==> config.mk <==
export PLATFORM = sky130hd
export DESIGN_NAME = toolpath_step_up_insertion
export DESIGN_NICKNAME = d
export VERILOG_FILES = /design/src/sv/tsui_pkg.sv /design/src/sv/tsui_ctrl.sv /design/src/sv/tsui_dp.sv /design/src/sv/toolpath_step_up_insertion.sv
export SDC_FILE = /design/constraint.sdc
export NUM_CORES = 2
export LEC_CHECK = 0
export BUFFER_PORTS_ARGS = -buffer_cell sky130_fd_sc_hd__buf_4
export CAP_MARGIN = 20
export CORE_MARGIN = 1.5
export CORE_UTILIZATION = 33
export DETAILED_ROUTE_END_ITERATION = 12
export GPL_TIMING_DRIVEN = 0
export PLACE_DENSITY = 0.59
export SLEW_MARGIN = 10
export SYNTH_ARGS = -nofsm -noshare
export SYNTH_HDL_FRONTEND = slang
export SYNTH_HIERARCHICAL = 1
export SYNTH_SLANG_ARGS = --single-unit
==> constraint.sdc <==
create_clock -name clk -period 28 [get_ports clk]
set_clock_uncertainty 0.15 [all_clocks]
set_input_delay 8.4 -clock clk [delete_from_list [all_inputs] [get_ports clk]]
set_output_delay 8.4 -clock clk [all_outputs]
set_load 0.02 [all_outputs]
==> src/sv/tsui_pkg.sv <==
`timescale 1ns / 1ps

package tsui_pkg;

	// step_policy codes
	localparam logic [1:0] POL_FLAT     = 2'd0;
	localparam logic [1:0] POL_EXTEND   = 2'd1;
	localparam logic [1:0] POL_EXT_DOWN = 2'd2;

	// scan_axis codes
	localparam logic [1:0] AXIS_X    = 2'd0;
	localparam logic [1:0] AXIS_Y    = 2'd1;
	localparam logic [1:0] AXIS_PASS = 2'd2;

	// configuration register indexes
	localparam logic [1:0] REG_SLOPE_LIM   = 2'd0;
	localparam logic [1:0] REG_STEP_POLICY = 2'd1;
	localparam logic [1:0] REG_SCAN_AXIS   = 2'd2;

	localparam int SLOPE_W    = 16;
	localparam int SLOPE_FRAC = 8;
	localparam logic [SLOPE_W-1:0] SLOPE_RST = 16'd2560; // 10.0 in Q8.8

	// run position
	localparam logic [1:0] RUN_START = 2'd0;
	localparam logic [1:0] RUN_ONE   = 2'd1;
	localparam logic [1:0] RUN_MANY  = 2'd2;

	typedef enum logic [3:0] {
		S_IDLE,
		S_ROUTE,
		S_TEST,
		S_DECIDE,
		S_MUL,
		S_DIVL,
		S_DIV,
		S_FIN,
		S_EMIT_INS,
		S_EMIT_HELD,
		S_EMIT_NX
	} state_t;

	typedef enum logic [1:0] {
		EM_NX,
		EM_INS,
		EM_HELD
	} emit_sel_t;

	typedef struct packed {
		logic      load_in;
		logic      take_first;  // held <= new point
		logic      shift_pts;   // before <= held, held <= new point
		logic      test;
		logic      insz_hold;   // inserted z from held point
		logic      mul_load;
		logic      mul_step;
		logic      div_load;
		logic      div_step;
		logic      insz_calc;
		logic      emit;
		emit_sel_t emit_sel;
	} cmd_t;

	typedef struct packed {
		logic hit;
		logic daf_zero;
		logic nlast;
		logic out_free;
	} stat_t;

endpackage

==> src/sv/tsui_ctrl.sv <==
`timescale 1ns / 1ps

module tsui_ctrl #(
	parameter int COORD_WIDTH = 32
) (
	input  logic                clk,
	input  logic                arst_n,
	input  logic                s_tvalid,
	output logic                s_tready,
	input  logic [1:0]          step_policy,
	input  logic [1:0]          scan_axis,
	input  tsui_pkg::stat_t     stat,
	output tsui_pkg::cmd_t      cmd
);

	localparam int CW = $clog2(COORD_WIDTH + 1);

	tsui_pkg::state_t state_q, state_d;
	logic [1:0]       run_q, run_d;
	logic [CW-1:0]    cnt_q, cnt_d;
	logic             extend;
	logic             cnt_end;

	assign extend  = (step_policy == tsui_pkg::POL_EXTEND) ||
	                 (step_policy == tsui_pkg::POL_EXT_DOWN);
	assign cnt_end = (cnt_q == CW'(COORD_WIDTH));

	always_ff @(posedge clk or negedge arst_n) begin
		if (!arst_n) begin
			state_q <= tsui_pkg::S_IDLE;
			run_q   <= tsui_pkg::RUN_START;
			cnt_q   <= '0;
		end else begin
			state_q <= state_d;
			run_q   <= run_d;
			cnt_q   <= cnt_d;
		end
	end

	always_comb begin
		state_d  = state_q;
		run_d    = run_q;
		cnt_d    = cnt_q;
		cmd      = '0;
		cmd.emit_sel = tsui_pkg::EM_NX;
		s_tready = 1'b0;
		unique case (state_q)
			tsui_pkg::S_IDLE: begin
				s_tready = 1'b1;
				if (s_tvalid) begin
					cmd.load_in = 1'b1;
					state_d     = tsui_pkg::S_ROUTE;
				end
			end
			tsui_pkg::S_ROUTE: begin
				if (run_q == tsui_pkg::RUN_START) begin
					state_d = tsui_pkg::S_EMIT_NX;
				end else if (run_q == tsui_pkg::RUN_ONE) begin
					if (stat.nlast) begin
						state_d = tsui_pkg::S_EMIT_NX;
					end else begin
						cmd.shift_pts = 1'b1;
						run_d         = tsui_pkg::RUN_MANY;
						state_d       = tsui_pkg::S_IDLE;
					end
				end else if (scan_axis[1]) begin
					state_d = tsui_pkg::S_EMIT_HELD;
				end else begin
					state_d = tsui_pkg::S_TEST;
				end
			end
			tsui_pkg::S_TEST: begin
				cmd.test = 1'b1;
				state_d  = tsui_pkg::S_DECIDE;
			end
			tsui_pkg::S_DECIDE: begin
				if (!stat.hit) begin
					state_d = tsui_pkg::S_EMIT_HELD;
				end else if (extend && !stat.daf_zero) begin
					cmd.mul_load = 1'b1;
					cnt_d        = '0;
					state_d      = tsui_pkg::S_MUL;
				end else begin
					cmd.insz_hold = 1'b1;
					state_d       = tsui_pkg::S_EMIT_INS;
				end
			end
			tsui_pkg::S_MUL: begin
				cmd.mul_step = 1'b1;
				cnt_d        = cnt_q + 1'b1;
				if (cnt_end) state_d = tsui_pkg::S_DIVL;
			end
			tsui_pkg::S_DIVL: begin
				cmd.div_load = 1'b1;
				cnt_d        = '0;
				state_d      = tsui_pkg::S_DIV;
			end
			tsui_pkg::S_DIV: begin
				cmd.div_step = 1'b1;
				cnt_d        = cnt_q + 1'b1;
				if (cnt_end) state_d = tsui_pkg::S_FIN;
			end
			tsui_pkg::S_FIN: begin
				cmd.insz_calc = 1'b1;
				state_d       = tsui_pkg::S_EMIT_INS;
			end
			tsui_pkg::S_EMIT_INS: begin
				cmd.emit_sel = tsui_pkg::EM_INS;
				if (stat.out_free) begin
					cmd.emit = 1'b1;
					state_d  = tsui_pkg::S_EMIT_HELD;
				end
			end
			tsui_pkg::S_EMIT_HELD: begin
				cmd.emit_sel = tsui_pkg::EM_HELD;
				if (stat.out_free) begin
					cmd.emit = 1'b1;
					if (stat.nlast) begin
						state_d = tsui_pkg::S_EMIT_NX;
					end else begin
						cmd.shift_pts = 1'b1;
						state_d       = tsui_pkg::S_IDLE;
					end
				end
			end
			tsui_pkg::S_EMIT_NX: begin
				cmd.emit_sel = tsui_pkg::EM_NX;
				if (stat.out_free) begin
					cmd.emit = 1'b1;
					state_d  = tsui_pkg::S_IDLE;
					if (run_q == tsui_pkg::RUN_START) begin
						cmd.take_first = 1'b1;
						run_d = stat.nlast ? tsui_pkg::RUN_START : tsui_pkg::RUN_ONE;
					end else begin
						cmd.shift_pts = (run_q != tsui_pkg::RUN_ONE);
						run_d         = tsui_pkg::RUN_START;
					end
				end
			end
			default: state_d = tsui_pkg::S_IDLE;
		endcase
	end

endmodule

==> src/sv/tsui_dp.sv <==
`timescale 1ns / 1ps

module tsui_dp #(
	parameter int COORD_WIDTH = 32
) (
	input  logic                              clk,
	input  logic                              arst_n,
	input  logic signed [COORD_WIDTH-1:0]     nx_x,
	input  logic signed [COORD_WIDTH-1:0]     nx_y,
	input  logic signed [COORD_WIDTH-1:0]     nx_z,
	input  logic                              nx_last,
	input  logic [tsui_pkg::SLOPE_W-1:0]      slope_lim,
	input  logic [1:0]                        step_policy,
	input  logic [1:0]                        scan_axis,
	input  tsui_pkg::cmd_t                    cmd,
	output tsui_pkg::stat_t                   stat,
	input  logic                              m_tready,
	output logic                              m_valid,
	output logic signed [COORD_WIDTH-1:0]     m_x,
	output logic signed [COORD_WIDTH-1:0]     m_y,
	output logic signed [COORD_WIDTH-1:0]     m_z,
	output logic                              m_last,
	output logic                              m_ins,
	output logic                              m_zs
);

	localparam int W  = COORD_WIDTH;
	localparam int PW = 2 * W + 2;
	localparam int TW = W + 1 + tsui_pkg::SLOPE_W;
	localparam logic signed [W+1:0] ZMAX = $signed({3'b000, {(W-1){1'b1}}});
	localparam logic signed [W+1:0] ZMIN = $signed({3'b111, {(W-1){1'b0}}});

	logic signed [W-1:0] nx_x_q, nx_y_q, nx_z_q;
	logic                nx_last_q;
	logic signed [W-1:0] held_x_q, held_y_q, held_z_q;
	logic signed [W-1:0] bef_x_q, bef_y_q, bef_z_q;

	logic signed [W:0]   rise_q;
	logic [TW-1:0]       tprod_q;
	logic [W:0]          mcand_q, dvs_q, rem_q, quo_q;
	logic [PW-1:0]       prod_q;
	logic                neg_q, ovf_q;
	logic signed [W-1:0] insz_q;
	logic                zs_q;

	logic signed [W-1:0] ha, ba, na;
	logic signed [W:0]   d_travel, d_rise, d_dzf, d_dab, d_daf;
	logic [W:0]          travel, a_dzf, a_dab, a_daf;
	logic [W+1:0]        mul_sum, div_t, div_diff;
	logic                div_ge;
	logic [W:0]          cap, q;
	logic signed [W+1:0] dz, zsum;
	logic signed [W-1:0] zsat;
	logic [TW-1:0]       rise_sh;

	function automatic logic [W:0] mag(input logic signed [W:0] v);
		mag = v[W] ? (~v + 1'b1) : v;
	endfunction

	assign ha = scan_axis[0] ? held_y_q : held_x_q;
	assign ba = scan_axis[0] ? bef_y_q  : bef_x_q;
	assign na = scan_axis[0] ? nx_y_q   : nx_x_q;

	assign d_travel = (W+1)'(ha) - (W+1)'(ba);
	assign d_rise   = (W+1)'(held_z_q) - (W+1)'(bef_z_q);
	assign d_dzf    = (W+1)'(nx_z_q) - (W+1)'(held_z_q);
	assign d_dab    = (W+1)'(ba) - (W+1)'(ha);
	assign d_daf    = (W+1)'(na) - (W+1)'(ha);
	assign travel   = mag(d_travel);
	assign a_dzf    = mag(d_dzf);
	assign a_dab    = mag(d_dab);
	assign a_daf    = mag(d_daf);

	// rise * 256 > travel * slope limit, rise positive
	assign rise_sh  = TW'({rise_q[W-1:0], {tsui_pkg::SLOPE_FRAC{1'b0}}});
	assign stat.hit = !rise_q[W] && (rise_q != '0) && (rise_sh > tprod_q);
	assign stat.daf_zero = (na == ha);
	assign stat.nlast    = nx_last_q;
	assign stat.out_free = !m_valid || m_tready;

	// shift-add multiply, one multiplier bit per cycle
	assign mul_sum = {1'b0, prod_q[PW-1:W+1]} + (prod_q[0] ? {1'b0, mcand_q} : '0);

	// restoring divide, one quotient bit per cycle
	assign div_t    = {rem_q, quo_q[W]};
	assign div_ge   = div_t >= {1'b0, dvs_q};
	assign div_diff = div_t - {1'b0, dvs_q};

	// quotient capped at 2^W; anything that large saturates anyway
	assign cap  = {1'b1, {W{1'b0}}};
	assign q    = (ovf_q || quo_q > cap) ? cap : quo_q;
	assign dz   = (step_policy == tsui_pkg::POL_EXT_DOWN && !neg_q) ? '0 :
	              neg_q ? -$signed({1'b0, q}) : $signed({1'b0, q});
	assign zsum = (W+2)'(held_z_q) + dz;
	assign zsat = (zsum > ZMAX) ? ZMAX[W-1:0] :
	              (zsum < ZMIN) ? ZMIN[W-1:0] :
	              zsum[W-1:0];

	always_ff @(posedge clk) begin
		if (cmd.load_in) begin
			nx_x_q    <= nx_x;
			nx_y_q    <= nx_y;
			nx_z_q    <= nx_z;
			nx_last_q <= nx_last;
		end
		if (cmd.test) begin
			rise_q  <= d_rise;
			tprod_q <= TW'(travel) * TW'(slope_lim);
		end
		if (cmd.mul_load) begin
			mcand_q <= a_dzf;
			prod_q  <= PW'(a_dab);
			dvs_q   <= a_daf;
			neg_q   <= d_dzf[W] ^ d_dab[W] ^ d_daf[W];
		end else if (cmd.mul_step) begin
			prod_q  <= {mul_sum, prod_q[W:1]};
		end
		if (cmd.div_load) begin
			rem_q <= prod_q[PW-1:W+1];
			quo_q <= prod_q[W:0];
			ovf_q <= prod_q[PW-1:W+1] >= dvs_q;
		end else if (cmd.div_step) begin
			rem_q <= div_ge ? div_diff[W:0] : div_t[W:0];
			quo_q <= {quo_q[W-1:0], div_ge};
		end
		if (cmd.insz_hold) begin
			insz_q <= held_z_q;
			zs_q   <= (step_policy == tsui_pkg::POL_EXTEND) ||
			          (step_policy == tsui_pkg::POL_EXT_DOWN);
		end else if (cmd.insz_calc) begin
			insz_q <= zsat;
			zs_q   <= 1'b0;
		end
		if (cmd.emit) begin
			case (cmd.emit_sel)
				tsui_pkg::EM_INS: begin
					m_x <= bef_x_q; m_y <= bef_y_q; m_z <= insz_q;
					m_last <= 1'b0; m_ins <= 1'b1; m_zs <= zs_q;
				end
				tsui_pkg::EM_HELD: begin
					m_x <= held_x_q; m_y <= held_y_q; m_z <= held_z_q;
					m_last <= 1'b0; m_ins <= 1'b0; m_zs <= 1'b0;
				end
				default: begin
					m_x <= nx_x_q; m_y <= nx_y_q; m_z <= nx_z_q;
					m_last <= nx_last_q; m_ins <= 1'b0; m_zs <= 1'b0;
				end
			endcase
		end
	end

	// point history resets to zero
	always_ff @(posedge clk or negedge arst_n) begin
		if (!arst_n) begin
			held_x_q <= '0; held_y_q <= '0; held_z_q <= '0;
			bef_x_q  <= '0; bef_y_q  <= '0; bef_z_q  <= '0;
			m_valid  <= 1'b0;
		end else begin
			if (cmd.shift_pts) begin
				bef_x_q <= held_x_q; bef_y_q <= held_y_q; bef_z_q <= held_z_q;
			end
			if (cmd.shift_pts || cmd.take_first) begin
				held_x_q <= nx_x_q; held_y_q <= nx_y_q; held_z_q <= nx_z_q;
			end
			if (cmd.emit)        m_valid <= 1'b1;
			else if (m_tready)   m_valid <= 1'b0;
		end
	end

endmodule

==> src/sv/toolpath_step_up_insertion.sv <==
`timescale 1ns / 1ps

// Channel | Dir | Handshake          | Payload
// s_*     | in  | s_tvalid/s_tready  | s_tdata {z,y,x}, s_tlast run end
// m_*     | out | m_tvalid/m_tready  | m_tdata {z,y,x}, m_tlast, m_tuser flags
// cfg_*   | in  | cfg_we             | cfg_index, cfg_data
//
// One word at a time: each word is accepted and then routed; a word tested on the
// scan axis also passes through test and decide, and each result word is emitted
// in turn. An extended insertion adds the multiplier, the divider load, the
// divider and the finish step before its result words.
// arst_n clears the point history, run position and config registers to defaults.
// A stalled m_tready only holds the emit states; the output register parts the sides.
module toolpath_step_up_insertion #(
	parameter int COORD_WIDTH = 32
) (
	input  logic                                   clk,
	input  logic                                   arst_n,
	input  logic                                   s_tvalid,
	output logic                                   s_tready,
	input  logic [((3*COORD_WIDTH+7)/8)*8-1:0]     s_tdata,  // in_x, in_y, in_z
	input  logic                                   s_tlast,  // in_last
	output logic                                   m_tvalid,
	input  logic                                   m_tready,
	output logic [((3*COORD_WIDTH+7)/8)*8-1:0]     m_tdata,  // out_x, out_y, out_z
	output logic                                   m_tlast,  // out_last
	output logic [7:0]                             m_tuser,  // is_inserted, zero_step
	input  logic                                   cfg_we,
	input  logic [1:0]                             cfg_index,
	input  logic [tsui_pkg::SLOPE_W-1:0]           cfg_data
);

	localparam int W  = COORD_WIDTH;
	localparam int DW = ((3 * COORD_WIDTH + 7) / 8) * 8;

	logic [tsui_pkg::SLOPE_W-1:0] slope_lim_q;
	logic [1:0]                   step_policy_q;
	logic [1:0]                   scan_axis_q;

	tsui_pkg::cmd_t  cmd;
	tsui_pkg::stat_t stat;

	logic signed [W-1:0] m_x, m_y, m_z;
	logic                m_ins, m_zs;

	// config registers; index 3 is ignored
	always_ff @(posedge clk or negedge arst_n) begin
		if (!arst_n) begin
			slope_lim_q   <= tsui_pkg::SLOPE_RST;
			step_policy_q <= tsui_pkg::POL_FLAT;
			scan_axis_q   <= tsui_pkg::AXIS_X;
		end else if (cfg_we) begin
			unique case (cfg_index)
				tsui_pkg::REG_SLOPE_LIM:   slope_lim_q   <= cfg_data;
				tsui_pkg::REG_STEP_POLICY: step_policy_q <= cfg_data[1:0];
				tsui_pkg::REG_SCAN_AXIS:   scan_axis_q   <= cfg_data[1:0];
				default: ;
			endcase
		end
	end

	tsui_ctrl #(.COORD_WIDTH(COORD_WIDTH)) u_ctrl (
		.clk         (clk),
		.arst_n      (arst_n),
		.s_tvalid    (s_tvalid),
		.s_tready    (s_tready),
		.step_policy (step_policy_q),
		.scan_axis   (scan_axis_q),
		.stat        (stat),
		.cmd         (cmd)
	);

	tsui_dp #(.COORD_WIDTH(COORD_WIDTH)) u_dp (
		.clk         (clk),
		.arst_n      (arst_n),
		.nx_x        (s_tdata[W-1:0]),
		.nx_y        (s_tdata[2*W-1:W]),
		.nx_z        (s_tdata[3*W-1:2*W]),
		.nx_last     (s_tlast),
		.slope_lim   (slope_lim_q),
		.step_policy (step_policy_q),
		.scan_axis   (scan_axis_q),
		.cmd         (cmd),
		.stat        (stat),
		.m_tready    (m_tready),
		.m_valid     (m_tvalid),
		.m_x         (m_x),
		.m_y         (m_y),
		.m_z         (m_z),
		.m_last      (m_tlast),
		.m_ins       (m_ins),
		.m_zs        (m_zs)
	);

	assign m_tdata = DW'({m_z, m_y, m_x});
	assign m_tuser = {6'd0, m_zs, m_ins};

	// zero-step flag only ever rides on an inserted word
	a_zs_ins: assert property (@(posedge clk) disable iff (!arst_n)
		m_tvalid && m_tuser[1] |-> m_tuser[0])
		else $error("zero_step without is_inserted");

	// an inserted word is never the end of a run
	a_ins_last: assert property (@(posedge clk) disable iff (!arst_n)
		m_tvalid && m_tuser[0] |-> !m_tlast)
		else $error("inserted word marked last");

	// input is only taken while no result word is being produced
	a_no_overlap: assert property (@(posedge clk) disable iff (!arst_n)
		s_tready |-> !cmd.emit)
		else $error("input ready during emission");

endmodule
Yosys cells after proc, flatten, opt, wreduce, memory -nomap -nowiden
Cells that the tools add are included.
{"block": "word_totals", "latch_bits": 0, "rom_bits": 0, "ram_bits": 0, "regBits": 736, "mem_count": 0, "out_inout_bits": 107, "input_bits": 120, "elab_cells": 201}
{"block": "op_classes", "n_div": 0, "mux": 76, "n_addsub": 14, "shifts": 0, "n_eq_ne": 31, "n_mul": 1, "magnitude_cmp": 6, "reduce_logical": 30, "n_bitwise": 6}
{"op": "$mux W33", "n": 11}
{"op": "$mux W32", "n": 9}
{"op": "$pmux W32 S2", "n": 3}
{"op": "$sub A32 B32 Y33", "n": 5}
{"op": "$add A33 B1 Y33 const B", "n": 4}
{"op": "$not A33 Y33", "n": 4}
{"op": "$mux W34", "n": 2}
{"op": "$gt A40 B49 Y1", "n": 1}
{"op": "$mul A33 B16 Y49", "n": 1}
{"op": "$mux W4", "n": 12}
{"op": "$pmux W4 S11", "n": 1}
{"op": "$add A32 B34 Y34", "n": 1}
{"op": "$add A33 B33 Y34", "n": 1}
{"op": "$ge A34 B33 Y1", "n": 1}
{"op": "$gt A34 B32 Y1 const B", "n": 1}
{"op": "$lt A34 B32 Y1 const B", "n": 1}
{"op": "$neg A33 Y34", "n": 1}
{"op": "$ge A33 B33 Y1", "n": 1}
{"op": "$gt A33 B33 Y1 const B", "n": 1}
{"op": "$reduce_bool A33 Y1", "n": 1}
{"op": "$sub A33 B33 Y33", "n": 1}
{"op": "$eq A32 B32 Y1", "n": 1}
{"op": "$mux W1", "n": 24}
{"op": "$pmux W6 S3", "n": 1}
{"op": "other kinds (28)", "n": 75}

Longest topological paths before layout
{"block": "logic_depth", "word_depth": 12, "ltp_mapped": 44, "ltp_nobuf": 40}

Modules after synthesis
Netlist, hierarchy kept.
{"module": "tsui_dp", "cells_per_inst": 6674, "n_inst": 1, "area_each_um2": 63981.4, "seq_area_each_um2": 19844.0}
{"module": "tsui_ctrl", "cells_per_inst": 119, "n_inst": 1, "area_each_um2": 998.5, "seq_area_each_um2": 300.3}
{"module": "toolpath_step_up_insertion", "cells_per_inst": 53, "n_inst": 1, "area_each_um2": 840.8, "seq_area_each_um2": 503.0}

Worst setup path after synthesis
Ideal clock, no wire load.
{"block": "synth_path", "path_type": "input-to-reg", "start": "input port m_tready", "end": "register u_dp.m_ins, enable pin", "required_time_ns": 27.380, "stages": 2, "path_slack_ns": 16.428, "arrival_ns": 10.952, "setup_ns": 0.470, "path_buffers": 0, "path_cell_list": "nand2b_1 -> and3_1"}
{"element": "start, declared", "line_no": "toolpath_step_up_insertion.sv:24", "source": "input logic m_tready,"}
{"element": "end signal, assigned", "line_no": "tsui_dp.sv:138", "source": "m_last <= 1'b0; m_ins <= 1'b1; m_zs <= zs_q;"}
{"element": "end signal, assigned", "line_no": "tsui_dp.sv:142", "source": "m_last <= 1'b0; m_ins <= 1'b0; m_zs <= 1'b0;"}
{"element": "end signal, assigned", "line_no": "tsui_dp.sv:146", "source": "m_last <= nx_last_q; m_ins <= 1'b0; m_zs <= 1'b0;"}
{"element": "end, declared", "line_no": "tsui_dp.sv:23", "source": "output logic m_ins,"}

Worst setup path after layout
{"block": "layout_path", "start": "register scan_axis_q[0]", "end": "register u_dp.tprod_q[46] (data pin)"}
{"block": "layout_via", "elab_chain_len": 6, "elab_cells_between_ends": 7, "cone_classes": "add/sub (2); mul (1); mux (3); bitwise (1)"}
{"element": "start, declared", "line_no": "toolpath_step_up_insertion.sv:38", "source": "logic [1:0] scan_axis_q;"}
{"element": "start signal, assigned", "line_no": "toolpath_step_up_insertion.sv:51", "source": "scan_axis_q <= tsui_pkg::AXIS_X;"}
{"element": "start signal, assigned", "line_no": "toolpath_step_up_insertion.sv:56", "source": "tsui_pkg::REG_SCAN_AXIS: scan_axis_q <= cfg_data[1:0];"}
{"element": "$mux W32, on equally long branches", "line_no": "tsui_dp.sv:60, tsui_dp.sv:61"}
{"element": "$sub A32 B32 Y33 *", "line_no": "tsui_dp.sv:64", "source": "assign d_travel = (W+1)'(ha) - (W+1)'(ba);"}
{"element": "$not A33 Y33", "line_no": "tsui_dp.sv:57", "source": "mag = v[W] ? (~v + 1'b1) : v;"}
{"element": "$add A33 B1 Y33", "line_no": "tsui_dp.sv:57"}
{"element": "$mux W33 *", "line_no": "tsui_dp.sv:57"}
{"element": "$mul A33 B16 Y49 *", "line_no": "tsui_dp.sv:108", "source": "tprod_q <= TW'(travel) * TW'(slope_lim);"}
{"element": "end signal, assigned", "line_no": "tsui_dp.sv:108"}
{"element": "end, declared", "line_no": "tsui_dp.sv:39", "source": "logic [TW-1:0] tprod_q;"}
Every way passes the cells marked *; elsewhere a longest branch is shown, timed or not.
A chain may end at the register's enable or synchronous reset.

==> flow_metrics.py <==
metrics = {
    "route": {
        "wl_per_cell_um": 21.9,
        "final_antenna_net_count": 0,
        "vias": 53000,
        "drtIter0Drc": 4300,
        "drt_drc_violations_left": 0,
        "routed_wl_mm": 217,
        "dr.pass1.iters": 8,
        "vias_per_cell": 5.36,
    },
    "sta": {
        "tightest_slew_ps": 1220,
        "final.setup.tns_ps": 0,
        "holdWs_ps": 369,
        "rsz0062_at_grt": "false",
        "finalCritPeriodShare_pct": 52.9,
        "slew_headroom_pct": 18.1,
        "final_hold_viol_count": 0,
        "fin_ws_ps": 13190,
        "maxSlewViolCount": 0,
        "fmax_mhz": 67.5,
        "period_minus_slack_ps": 14810,
        "finalSetupViolCount": 0,
    },
    "global_route": {
        "grt_max_degree": 108,
        "grt_pass1_vias": 53000,
        "grt_pass1_wl_mm": 327,
        "grt_util_all_layers_pct": 20.9,
        "grt_overflow": 0,
        "antenna_found_initial": 7,
    },
    "worst_hold_path": {
        "holdPathEnd": "u_dp/bef_z_q[0]",
        "min_from": "u_dp/bef_z_q[0]",
        "hold_path.class": "flop to flop",
        "whs_path_depth": 1,
    },
    "worst_setup_path": {
        "r2r_start": "scan_axis_q[0]",
        "critical_path_arrival_ps": 15090,
        "r2r-end": "u_dp/tprod_q[46]",
        "crit_top_cell": "fa_1",
        "endpoint_kind": "flop",
        "crit_family": "compound AO/OA/AOI/OAI gates",
        "r2r_slack_ps": 13190,
        "worst-r2r-cell-count": 42,
        "cp_data_required_time_ps": 28280,
        "critPathKind": "flop to flop",
        "cp_num_buf_inv": 11,
        "max_stage_delay_ps": 860,
        "slowest_stage": "xnor2_1",
        "start_kind": "flop",
        "path_max_fanout": 10,
    },
    "run_status": {
        "status": "completed",
    },
    "synthesis": {
        "synthCells": 6846,
        "ys_seq_area_share_pct": 31.4,
        "synth_edf_count": 478,
        "ys_async_sr_fraction_pct": 30.6,
        "yosysWarningCount": 6,
        "syn_avg_cell_area_um2": 9.61,
        "ys_types": 111,
        "ys_ff_latch": 736,
        "syn_area_um2": 65800,
        "synth-main-ff-cell": "edfxtp_1",
    },
    "final_layout": {
        "fillers": 19900,
        "layout_commonest_cell": "inv_1",
        "drive_gt1_share_pct": 10.9,
        "area_delta_synth_final_pct": 12.7,
        "fin_nets": 8203,
        "mostFrequentLayoutCells": "782 x inv_1, 707 x nand2_1, 478 x edfxtp_1",
        "n_antenna_cell": 0,
    },
    "clock_network": {
        "numCtsBuffers": 85,
        "hold_buffers": 0,
        "cts_tree": "yes",
        "clockBufferDepth": 3,
        "htreeDepth": 3,
        "ctsResizeCount": 0,
        "post_cts_buffers": 0,
        "clkSlewWorstSetupHoldPaths_ps": 60,
        "cts_sinks": 736,
        "clk_latency_ps": 730,
        "clock-root-buffer": "clkbuf_16",
    },
    "floorplanning": {
        "chipHeight_um": 450,
        "io_pins": 227,
        "start_util_pct": 33.3,
        "coreArea_um2": 198000,
        "placementRows": 163,
        "die_w_um": 450,
        "dieArea_um2": 202000,
    },
    "placement": {
        "place_ws_ps": 13490,
        "place_hpwl_mm": 176,
        "port_buffers": 220,
        "place.gp.congestion": 0.915,
    },
    "flow_run": {
        "max_cap_violations": 0,
    },
}
[through the flow]
stage          instances  instance area (um^2)  utilization (%)
6_report            9899                 74200             37.5
5_1_grt             9899                 74200             37.5
4_1_cts             9896                 74200             37.5
3_5_place_dp        9738                 71200             36.0
3_3_place_gp        9711                 70800             35.8
2_1_floorplan       6851                 65800                -
[logic make-up (layout without fill, tap and decap cells)]
| kind of cell | count (synthesis) | count (layout) | synth area share, % |
|---|---|---|---|
| and+or+nand+nor | 1845 | 1845 | 13.7 |
| AOI/OAI and AO/OA | 1553 | 1553 | 15.6 |
| buffers and inverters | 1088 | 1496 | 6.37 |
| adders and majority gates | 895 | 895 | 22.0 |
| DFF | 736 | 736 | 31.4 |
| muxes | 369 | 369 | 6.13 |
| xor gates and xnor gates | 359 | 359 | 4.79 |
| other | 1 | 6 | 0.00570 |
[cell type report]
type                       instances  area [um^2]  area share (%)
multi-input combinational       5027        41100            55.3
clock inverter                    60          663           0.894
inverter                         784         2940            3.97
clock buffer                      98         2280            3.07
timing repair buffer             250         2060            2.78
sequential                       736        20600            27.8
tap                             2640         3300            4.45
buffer                           304         1250            1.69
[state kept, by name, summed over array words and instances (netlist names), 33 cells and up]
name and flops:
u_dp/tprod_q 49, u_dp/quo_q 33, u_dp/mcand_q 33, u_dp/prod_q 66, u_dp/rem_q 33, u_dp/dvs_q 33
u_dp/rise_q 33
[how the worst max path moves through the flow]
stage          cells after the start  slack, ps            from          endpoint
3_3_place_gp                      40      13300  scan_axis_q[0]  u_dp/tprod_q[47]
3_5_place_dp                      42      13490  scan_axis_q[0]  u_dp/tprod_q[46]
2_1_floorplan                      2      16430        m_tready        u_dp/m_ins
6_report                          42      13190  scan_axis_q[0]  u_dp/tprod_q[46]
5_1_grt                           42      12560  scan_axis_q[0]  u_dp/tprod_q[46]
4_1_cts                           42      13370  scan_axis_q[0]  u_dp/tprod_q[46]
[cell usage after synthesis (all sizes together) (32+ instances only)]
cell type  count  area share, %
fa           440             13
a22oi         99            1.1
a31oi         41           0.39
o21bai        61           0.70
nor2         303            1.7
a221o         35           0.53
mux2         272            4.7
and3          35           0.33
nor4          38           0.40
or2           36           0.34
xor2         118            1.6
and2         264            2.5
a21oi        383            3.0
dfxtp         33            1.0
nand4         56           0.53
a21o         185            2.1
nand3         84           0.64
inv          783            4.5
clkbuf       254            1.5
nor3          97           0.75
nand2        709            4.0
mux2i         97            1.5
ha           455            8.6
a211oi        44           0.52
nor2b         62           0.59
o21ai        361            2.8
buf           50           0.45
o211ai        32           0.37
xnor2        241            3.2
nand2b        55           0.52
edfxtp       478             22
dfrtp        223            8.5
o21a          53           0.60
[per-layer routing]
metal / routed length, um / part of all wire, % / up-vias / track usage, %
li1: - / - / 24500 / -
met5: 0 / 0 / - / 0
met4: 8960 / 4.1 / 0 / 8.03
met1: 94000 / 43 / 26500 / 27.8
met2: 102000 / 47 / 1665 / 34.6
met3: 11800 / 5.4 / 378 / 2.67
Power is not shown: default switching activity piles up to over one toggle a cycle in this logic, so the estimate is an artifact.
